## src/rtl/sha1md_pkg.sv

```systemverilog
// Shared types and constants for the SHA-1 message digest block.
package sha1md_pkg;

    // Depth of the queue between intake and the compression engine.
    localparam int QUEUE_DEPTH = 4;
    localparam int QPTR_W      = $clog2(QUEUE_DEPTH);
    localparam int QCNT_W      = $clog2(QUEUE_DEPTH + 1);

    // Compression schedule.
    localparam int ROUNDS       = 80;
    localparam int ROUND_W      = $clog2(ROUNDS);
    localparam int BLOCK_WORDS  = 16;
    localparam int CHAIN_WORDS  = 5;
    localparam int DIGEST_IDX_W = 3;

    // Padding: the length field needs the last 64 bits of a block.
    localparam int          PAD_LIMIT_BITS  = 448;
    localparam int          PAD_LIMIT_BYTES = PAD_LIMIT_BITS / 8;
    localparam logic [7:0]  PAD_BYTE        = 8'o200;

    // Round constants.
    localparam logic [31:0] K_0 = 32'h5A827999;
    localparam logic [31:0] K_1 = 32'h6ED9EBA1;
    localparam logic [31:0] K_2 = 32'h8F1BBCDC;
    localparam logic [31:0] K_3 = 32'hCA62C1D6;

    // One queued item after classification.
    typedef struct packed {
        logic [7:0] data;
        logic       has_byte;
        logic       eom;
    } t_item;

    // Initial chaining value for word idx.
    function automatic logic [31:0] init_word(input logic [DIGEST_IDX_W-1:0] idx);
        logic [31:0] v;
        v = 32'h67452301;
        unique case (idx)
            3'd0:    v = 32'h67452301;
            3'd1:    v = 32'hEFCDAB89;
            3'd2:    v = 32'h98BADCFE;
            3'd3:    v = 32'h10325476;
            3'd4:    v = 32'hC3D2E1F0;
            default: v = 32'h67452301;
        endcase
        return v;
    endfunction

endpackage

```

## src/rtl/sha1md_intake.sv

```systemverilog
// Intake stage: drops empty items and queues the rest for the engine.
module sha1md_intake
    import sha1md_pkg::*;
(
    input  logic        i_clk,
    input  logic        i_rst_n,
    input  logic        i_valid,
    output logic        o_stall,
    input  logic [7:0]  i_message_byte,
    input  logic        i_byte_valid,
    input  logic        i_end_of_message,
    output t_item       o_item,
    output logic        o_item_valid,
    input  logic        i_item_ready
);

    t_item              r_mem [QUEUE_DEPTH];
    logic [QPTR_W-1:0]  r_wr_ptr;
    logic [QPTR_W-1:0]  r_rd_ptr;
    logic [QCNT_W-1:0]  r_count;
    logic               push;
    logic               pop;

    // An item with neither a byte nor an end mark changes nothing, so it is not queued.
    assign o_stall      = (r_count == QCNT_W'(QUEUE_DEPTH));
    assign push         = i_valid && !o_stall && (i_byte_valid || i_end_of_message);
    assign o_item_valid = (r_count != '0);
    assign pop          = o_item_valid && i_item_ready;
    assign o_item       = r_mem[r_rd_ptr];

    // Queue storage.
    always_ff @(posedge i_clk) begin
        if (push) begin
            r_mem[r_wr_ptr] <= '{data: i_message_byte, has_byte: i_byte_valid,
                                 eom: i_end_of_message};
        end
    end

    // Pointers and fill count.
    always_ff @(posedge i_clk) begin
        if (!i_rst_n) begin
            r_wr_ptr <= '0;
            r_rd_ptr <= '0;
            r_count  <= '0;
        end else begin
            if (push) begin
                r_wr_ptr <= (r_wr_ptr == QPTR_W'(QUEUE_DEPTH - 1)) ? '0 : r_wr_ptr + 1'b1;
            end
            if (pop) begin
                r_rd_ptr <= (r_rd_ptr == QPTR_W'(QUEUE_DEPTH - 1)) ? '0 : r_rd_ptr + 1'b1;
            end
            if (push && !pop) begin
                r_count <= r_count + 1'b1;
            end else if (pop && !push) begin
                r_count <= r_count - 1'b1;
            end
        end
    end

endmodule

```

## src/rtl/sha1md_core.sv

```systemverilog
// Engine: packs bytes, pads, runs the 80-round compression and emits the digest.
module sha1md_core
    import sha1md_pkg::*;
(
    input  logic                    i_clk,
    input  logic                    i_rst_n,
    input  t_item                   i_item,
    input  logic                    i_item_valid,
    output logic                    o_item_ready,
    output logic                    o_valid,
    input  logic                    i_stall,
    output logic [31:0]             o_digest_word,
    output logic [DIGEST_IDX_W-1:0] o_word_index,
    output logic                    o_last_word
);

    typedef enum logic [5:0] {
        S_IDLE  = 6'b000001,
        S_ROUND = 6'b000010,
        S_FIN   = 6'b000100,
        S_PAD   = 6'b001000,
        S_LEN   = 6'b010000,
        S_OUT   = 6'b100000
    } t_state;

    t_state                  r_state;
    t_state                  r_after;
    logic [31:0]             r_w     [BLOCK_WORDS];
    logic [31:0]             r_chain [CHAIN_WORDS];
    logic [31:0]             r_a, r_b, r_c, r_d, r_e;
    logic [63:0]             r_bit_count;
    logic [ROUND_W-1:0]      r_round;
    logic [DIGEST_IDX_W-1:0] r_idx;

    logic [31:0]             n_w_byte [BLOCK_WORDS];
    logic [31:0]             n_w_pad  [BLOCK_WORDS];
    logic [31:0]             n_w_len  [BLOCK_WORDS];
    logic [5:0]              pos;
    logic [3:0]              widx;
    logic                    pos_high;
    logic [31:0]             f;
    logic [31:0]             k;
    logic [31:0]             t_sum;
    logic [31:0]             w_next;

    assign pos      = r_bit_count[8:3];
    assign widx     = pos[5:2];
    assign pos_high = (pos >= 6'(PAD_LIMIT_BYTES));

    assign o_item_ready  = (r_state == S_IDLE);
    assign o_valid       = (r_state == S_OUT);
    assign o_digest_word = r_chain[0];
    assign o_word_index  = r_idx;
    assign o_last_word   = (r_idx == DIGEST_IDX_W'(CHAIN_WORDS - 1));

    // Block buffer with the incoming byte placed at the fill position, big-endian.
    always_comb begin
        for (int j = 0; j < BLOCK_WORDS; j++) begin
            n_w_byte[j] = r_w[j];
            if (4'(j) == widx) begin
                unique case (pos[1:0])
                    2'd0: n_w_byte[j][31:24] = i_item.data;
                    2'd1: n_w_byte[j][23:16] = i_item.data;
                    2'd2: n_w_byte[j][15:8]  = i_item.data;
                    2'd3: n_w_byte[j][7:0]   = i_item.data;
                endcase
            end
        end
    end

    // Padding: the marker byte, zeros after it, and the length when it fits.
    always_comb begin
        for (int j = 0; j < BLOCK_WORDS; j++) begin
            if (4'(j) < widx) begin
                n_w_pad[j] = r_w[j];
            end else if (4'(j) == widx) begin
                unique case (pos[1:0])
                    2'd0: n_w_pad[j] = {PAD_BYTE, 24'h0};
                    2'd1: n_w_pad[j] = {r_w[j][31:24], PAD_BYTE, 16'h0};
                    2'd2: n_w_pad[j] = {r_w[j][31:16], PAD_BYTE, 8'h0};
                    2'd3: n_w_pad[j] = {r_w[j][31:8], PAD_BYTE};
                endcase
            end else begin
                n_w_pad[j] = '0;
            end
            if (!pos_high && j == BLOCK_WORDS - 2) begin
                n_w_pad[j] = r_bit_count[63:32];
            end
            if (!pos_high && j == BLOCK_WORDS - 1) begin
                n_w_pad[j] = r_bit_count[31:0];
            end
        end
    end

    // Extra length-only block when the padding overflowed into a second block.
    always_comb begin
        for (int j = 0; j < BLOCK_WORDS; j++) begin
            n_w_len[j] = '0;
        end
        n_w_len[BLOCK_WORDS-2] = r_bit_count[63:32];
        n_w_len[BLOCK_WORDS-1] = r_bit_count[31:0];
    end

    // Round function and message schedule; the window's head is the current word.
    always_comb begin
        priority if (r_round < ROUND_W'(20)) begin
            f = (r_b & r_c) | (~r_b & r_d);
            k = K_0;
        end else if (r_round < ROUND_W'(40)) begin
            f = r_b ^ r_c ^ r_d;
            k = K_1;
        end else if (r_round < ROUND_W'(60)) begin
            f = (r_b & r_c) | (r_b & r_d) | (r_c & r_d);
            k = K_2;
        end else begin
            f = r_b ^ r_c ^ r_d;
            k = K_3;
        end
        t_sum  = {r_a[26:0], r_a[31:27]} + f + r_e + k + r_w[0];
        w_next = r_w[13] ^ r_w[8] ^ r_w[2] ^ r_w[0];
        w_next = {w_next[30:0], w_next[31]};
    end

    // Block buffer and working variables carry no reset.
    always_ff @(posedge i_clk) begin
        unique case (r_state)
            S_IDLE: begin
                if (i_item_valid && i_item.has_byte) begin
                    r_w <= n_w_byte;
                end
                r_a <= r_chain[0];
                r_b <= r_chain[1];
                r_c <= r_chain[2];
                r_d <= r_chain[3];
                r_e <= r_chain[4];
            end
            S_ROUND: begin
                r_a <= t_sum;
                r_b <= r_a;
                r_c <= {r_b[1:0], r_b[31:2]};
                r_d <= r_c;
                r_e <= r_d;
                for (int j = 0; j < BLOCK_WORDS - 1; j++) begin
                    r_w[j] <= r_w[j+1];
                end
                r_w[BLOCK_WORDS-1] <= w_next;
            end
            S_PAD: begin
                r_w <= n_w_pad;
                r_a <= r_chain[0];
                r_b <= r_chain[1];
                r_c <= r_chain[2];
                r_d <= r_chain[3];
                r_e <= r_chain[4];
            end
            S_LEN: begin
                r_w <= n_w_len;
                r_a <= r_chain[0];
                r_b <= r_chain[1];
                r_c <= r_chain[2];
                r_d <= r_chain[3];
                r_e <= r_chain[4];
            end
            default: begin
            end
        endcase
    end

    // Sequencer, chaining words and length count.
    always_ff @(posedge i_clk) begin
        if (!i_rst_n) begin
            r_state     <= S_IDLE;
            r_after     <= S_IDLE;
            r_bit_count <= '0;
            r_round     <= '0;
            r_idx       <= '0;
            for (int j = 0; j < CHAIN_WORDS; j++) begin
                r_chain[j] <= init_word(DIGEST_IDX_W'(j));
            end
        end else begin
            unique case (r_state)
                S_IDLE: begin
                    if (i_item_valid) begin
                        r_round <= '0;
                        if (i_item.has_byte) begin
                            r_bit_count <= r_bit_count + 64'd8;
                        end
                        // A byte in the last slot fills the block and starts a compression.
                        if (i_item.has_byte && pos == 6'h3F) begin
                            r_state <= S_ROUND;
                            r_after <= i_item.eom ? S_PAD : S_IDLE;
                        end else if (i_item.eom) begin
                            r_state <= S_PAD;
                        end
                    end
                end
                S_ROUND: begin
                    r_round <= r_round + 1'b1;
                    if (r_round == ROUND_W'(ROUNDS - 1)) begin
                        r_state <= S_FIN;
                    end
                end
                S_FIN: begin
                    r_chain[0] <= r_chain[0] + r_a;
                    r_chain[1] <= r_chain[1] + r_b;
                    r_chain[2] <= r_chain[2] + r_c;
                    r_chain[3] <= r_chain[3] + r_d;
                    r_chain[4] <= r_chain[4] + r_e;
                    r_idx      <= '0;
                    r_state    <= r_after;
                end
                S_PAD: begin
                    r_round <= '0;
                    r_state <= S_ROUND;
                    r_after <= pos_high ? S_LEN : S_OUT;
                end
                S_LEN: begin
                    r_round <= '0;
                    r_state <= S_ROUND;
                    r_after <= S_OUT;
                end
                S_OUT: begin
                    // Shift the digest out and refill the chain with initial values.
                    if (!i_stall) begin
                        for (int j = 0; j < CHAIN_WORDS - 1; j++) begin
                            r_chain[j] <= r_chain[j+1];
                        end
                        r_chain[CHAIN_WORDS-1] <= init_word(r_idx);
                        if (o_last_word) begin
                            r_idx       <= '0;
                            r_bit_count <= '0;
                            r_state     <= S_IDLE;
                        end else begin
                            r_idx <= r_idx + 1'b1;
                        end
                    end
                end
                default: begin
                    r_state <= S_IDLE;
                end
            endcase
        end
    end

endmodule

```

## src/rtl/sha1_message_digest.sv

```systemverilog
// Top level of the SHA-1 message digest block.
//
// Input channel (i_valid / o_stall): one transfer per message item carrying a
// byte (i_byte_valid) and an end mark (i_end_of_message). Items with neither
// are dropped. Accepted items enter a four-entry queue, so intake continues
// while the engine compresses or the digest waits on the output.
// The engine takes queued bytes while idle; a full 64-byte block then runs
// 80 rounds and the chaining add, during which no item is taken; a single
// round adder serves every round. On the end mark the engine pads and runs
// one compression, or two when fewer than nine bytes remain in the block
// (S_LEN loads the length-only block). The first digest word follows the
// last compression; when the end item's own byte fills the block, that
// block is compressed before the padding block.
// Output channel (o_valid / i_stall): five transfers of a 32-bit word, index
// 0 first, o_last_word on index 4, at most one per cycle. A stalled word is
// held; the engine waits and the queue keeps taking items until full.
// Reset (synchronous, active low) empties the queue, loads the initial
// chaining value and clears the bit count.
module sha1_message_digest
    import sha1md_pkg::*;
(
    input  logic                    i_clk,
    input  logic                    i_rst_n,
    input  logic                    i_valid,
    output logic                    o_stall,
    input  logic [7:0]              i_message_byte,
    input  logic                    i_byte_valid,
    input  logic                    i_end_of_message,
    output logic                    o_valid,
    input  logic                    i_stall,
    output logic [31:0]             o_digest_word,
    output logic [DIGEST_IDX_W-1:0] o_word_index,
    output logic                    o_last_word
);

    t_item item;
    logic  item_valid;
    logic  item_ready;

    // Intake and queue.
    sha1md_intake u_intake (
        .i_clk            (i_clk),
        .i_rst_n          (i_rst_n),
        .i_valid          (i_valid),
        .o_stall          (o_stall),
        .i_message_byte   (i_message_byte),
        .i_byte_valid     (i_byte_valid),
        .i_end_of_message (i_end_of_message),
        .o_item           (item),
        .o_item_valid     (item_valid),
        .i_item_ready     (item_ready)
    );

    // Compression engine and digest output.
    sha1md_core u_core (
        .i_clk         (i_clk),
        .i_rst_n       (i_rst_n),
        .i_item        (item),
        .i_item_valid  (item_valid),
        .o_item_ready  (item_ready),
        .o_valid       (o_valid),
        .i_stall       (i_stall),
        .o_digest_word (o_digest_word),
        .o_word_index  (o_word_index),
        .o_last_word   (o_last_word)
    );

endmodule

```

## config.mk

```make
export PLATFORM = sky130hd
export DESIGN_NAME = sha1_message_digest
export DESIGN_NICKNAME = d
export VERILOG_FILES = /design/src/rtl/sha1md_pkg.sv /design/src/rtl/sha1md_intake.sv /design/src/rtl/sha1md_core.sv /design/src/rtl/sha1_message_digest.sv
export SDC_FILE = /design/constraint.sdc
export NUM_CORES = 2
export LEC_CHECK = 0
export BUFFER_PORTS_ARGS = -buffer_cell sky130_fd_sc_hd__buf_4
export CELL_PAD_IN_SITES_DETAIL_PLACEMENT = 2
export CELL_PAD_IN_SITES_GLOBAL_PLACEMENT = 2
export CORE_ASPECT_RATIO = 0.75
export CORE_MARGIN = 2
export CORE_UTILIZATION = 44
export CTS_CLUSTER_DIAMETER = 150
export CTS_CLUSTER_SIZE = 20
export DETAILED_ROUTE_END_ITERATION = 8
export PLACE_DENSITY_LB_ADDON = 0.1
export SLEW_MARGIN = 20
export SYNTH_ARGS = -nofsm -noshare
export SYNTH_HDL_FRONTEND = slang
export SYNTH_HIERARCHICAL = 1
export SYNTH_SLANG_ARGS = --single-unit
```

## constraint.sdc

```tcl
create_clock -name i_clk -period 9.38 [get_ports i_clk]
set_input_delay 0.469 -clock i_clk [delete_from_list [all_inputs] [get_ports i_clk]]
set_output_delay 0.469 -clock i_clk [all_outputs]
set_load 0.01 [all_outputs]
```

==> flow_summary.ini <==
[floorplanning]
die_h_um = 307.1
io_pins = 52
die_area_sq_mm = 0.1254
coreArea_sq_mm = 0.1219
fp.dieW_um = 408.2
initial_core_util = 0.4421
rows = 111

[yosys]
syn_area_sq_mm = 0.05391
yosysSeqAreaShare = 0.5191
ys_ff_latch = 962
syn_nets = 5212
synth-async-reset-ratio = 0
ys.flop_type = edfxtp_1
ys_warn_count = 6
postSynthCellCount = 4860
avgSynthCellArea_sq_um = 11.09
ys_types = 83
synth-edff-count = 872

[sta]
tightest_slew_ns = 1.180
fin_worst_skew_ns = 0.04341
max_slew_margin = 0.2132
finalHoldViolations = 0
fin_crit_ns = 7.493
max_freq_mhz = 133.5
timing.final.crit_share = 0.7988
setup_viol = 0
tns_ns = 0
grt_setup_unrepaired = no
report.final.slew_viol_count = 0

[detailed_routing]
drc = 0
routedWlPerCell_um = 31.31
dr.pass1.iters = 6
wirelength_um = 202100
initialDrtViolationCount = 4471
vias = 40520
viasPerCell = 6.280
drt.antenna.violating_nets = 0

[finish]
nFillCells = 12460
nNetsFinal = 5122
final_cell_area_sq_mm = 0.05768
final_cells = 6453
syn_to_final_growth_pct = 6.995
drive_above_1_share = 0.05711
n_antenna_cell = 0

[power_and_ir_drop]
ir_worst_vdd_mv = 0.6150
finalPower_mw = 24.39
power_density_mw_per_mm2 = 422.8
power_leakage_nw = 22.76

[clocking]
cts_setup_buffers = 0
cts_tree = built
clk_latency_ns = 0.70
numCtsBuffers = 54
cts-htree-levels = 2
path_clk_slew_ns = 0.11
clockBufferDepth = 3
cts-root-buf = clkbuf_16
cts_resized = 0
cts.sinks = 962
hold_buffers = 10

[placed_design]
io_buffers = 51
dp_hpwl_um = 149400
dp_cells = 6342
placed_area_sq_mm = 0.05593
gp_congestion = 0.9200

[worst_setup_path]
worstReg2RegStart = u_core/r_round[4]
worst-setup-path-type = flip-flop to flip-flop
crit_path_start = u_core/r_round[4]
crit_path_start_kind = flip-flop
cp-end-kind = flip-flop
required_ns = 9.81
worstPathMaxFanout = 21
worstPathArrival_ns = 7.92

[global_route]
grt.overflow.total = 0
grt_max_degree = 212
grt_usage = 0.3177
grt_pass1_wl_um = 294000
antenna_found_initial = 3
grt_pass1_vias = 41750

[run]
cap_viol_max_count = 0

[worst_hold_path]
hp-class = primary input to flip-flop
worstHoldStart = i_stall

[outcome]
status = completed
## synthesized netlist by cell type, types with 8 or more instances
library cell    n  area [sq um]
edfxtp_1      872         26190
nand2_1       612          2297
a21o_1        475          3566
nor2_1        327          1227
a21oi_1       264          1321
inv_1         246         923.4
o21ai_0       228          1141
ha_1          212          2653
clkbuf_1      205         769.5
xnor2_1       175          1533
xor2_1        132          1156
fa_1          126          2522
a221o_1       125          1251
dfxtp_1        90          1802
nand3_1        76         380.4
a211oi_1       50         375.4
nor3_1         45         225.2
buf_1          44         165.2
and3_1         33         206.5
buf_4          33         247.7
o21a_1         30         225.2
or3_1          29         181.4
mux2i_1        28         280.3
nor2b_1        26         162.7
nand4_1        25         156.4
a31oi_1        24         150.1
o22ai_1        24         150.1
nand2b_1       23         143.9
a221oi_1       20         175.2
and2_1         19         118.9
o211ai_1       16         120.1
o21bai_1       16         120.1
o31ai_1        12         90.09
mux2_2         11         123.9
nor4_1         11         68.82
mux4_2         10         225.2
o22a_1         10         87.58
or2_2          10         62.56
and4_1          9         78.83
nand3b_1        8         60.06
## area by class of cell
cell class                 count  area [sq um]  share of cell area
inverter                     247         927.1             0.01607
multi-input combinational   3366         23980              0.4158
tap                         1638          2049             0.03553
timing repair buffer         139          1131             0.01961
clock inverter                 4         88.84            0.001540
sequential                   962         27990              0.4852
clock buffer                  97          1513             0.02623
## power breakdown
part           internal [mW]  total [mW]  switching, mW
Sequential              6.06        7.13           1.06
Clock                   1.11        2.65           1.53
Combinational           5.60        14.6           9.02
## routing by layer
| layer | GRT usage | vias up | routed length, um |
|---|---|---|---|
| met5 | 0 | - | 0 |
| met2 | 0.4469 | 1511 | 82750 |
| li1 | - | 17450 | - |
| met1 | 0.4877 | 21370 | 95370 |
| met3 | 0.08861 | 192 | 20170 |
| met4 | 0.05792 | 0 | 3784 |
## flip-flops by register name (all words and copies together) (netlist names), named ones only
register	flops
u_intake/r_mem	40
u_core/r_a	32
u_core/r_after	4
u_intake/r_wr_ptr	2
u_core/o_word_index	3
u_core/r_c	32
u_core/r_bit_count	61
u_core/r_round	7
u_core/r_chain	160
u_core/r_e	32
u_core/r_b	32
u_core/r_w	512
u_core/r_d	32
u_intake/r_count	3
u_core/r_state	6
u_intake/r_rd_ptr	2
## per-stage QoR
stage	hold slack, ns	util	setup slack [ns]
floorplan	0.4534	-	2.909
global placement	0.4800	0.4585	2.444
detailed placement	0.4960	0.4587	2.081
CTS	0.1497	0.4726	2.044
global route	0.2160	0.4730	1.533
finish	0.1800	0.4730	1.887
## critical path, cell delays in order (launching register included)
cell	delay (ns)
dfxtp_1	0.50
a41oi_1	0.16
buf_4	0.21
nand2_1	0.73
inv_1	0.70
nor2_2	0.25
buf_4	0.34
inv_1	0.41
nor2_1	0.20
nor2_1	0.08
fa_1	0.48
inv_1	0.05
fa_1	0.53
inv_1	0.05
ha_1	0.20
a21oi_1	0.44
o211ai_1	0.24
a221oi_1	0.44
nor3b_1	0.32
a21oi_1	0.19
a21oi_1	0.25
o21ai_0	0.17
xnor2_1	0.16
o21ai_0	0.08
## logic make-up (layout without fill, tap and decap cells)
kind of cell,after synthesis,after routing,synth area share
compound gates,1389,1389,0.1788
fa+ha+maj,338,338,0.09599
mux,49,49,0.01167
flops,962,962,0.5191
xor+xnor,307,307,0.04988
simple gates,1283,1283,0.1051
buf+inv,532,487,0.03941
## worst paths after layout
| path | end | slack, ns | depth (start not counted) |
|---|---|---|---|
| setup / recovery | u_core/r_a[31] | 1.89 | 23 |
| setup reg to reg | u_core/r_a[31] | 1.89 | 23 |
| hold / removal | u_core/o_word_index[1] | 0.18 | 4 |
| hold reg to reg | u_core/r_state[4] | 0.49 | 1 |
## cell usage in the layout, fill, tap and decap left out, drive strengths merged, types with 26 or more instances in the layout
cell,count
edfxtp,872
nand2,612
a21o,475
nor2,328
a21oi,264
inv,248
o21ai,229
ha,212
xnor2,175
xor2,132
buf,129
fa,126
a221o,125
clkbuf,97
dfxtp,90
nand3,76
a211oi,50
nor3,45
and3,33
o21a,30
or3,30
mux2i,28
nor2b,26
(Power assumes the default switching activity.)
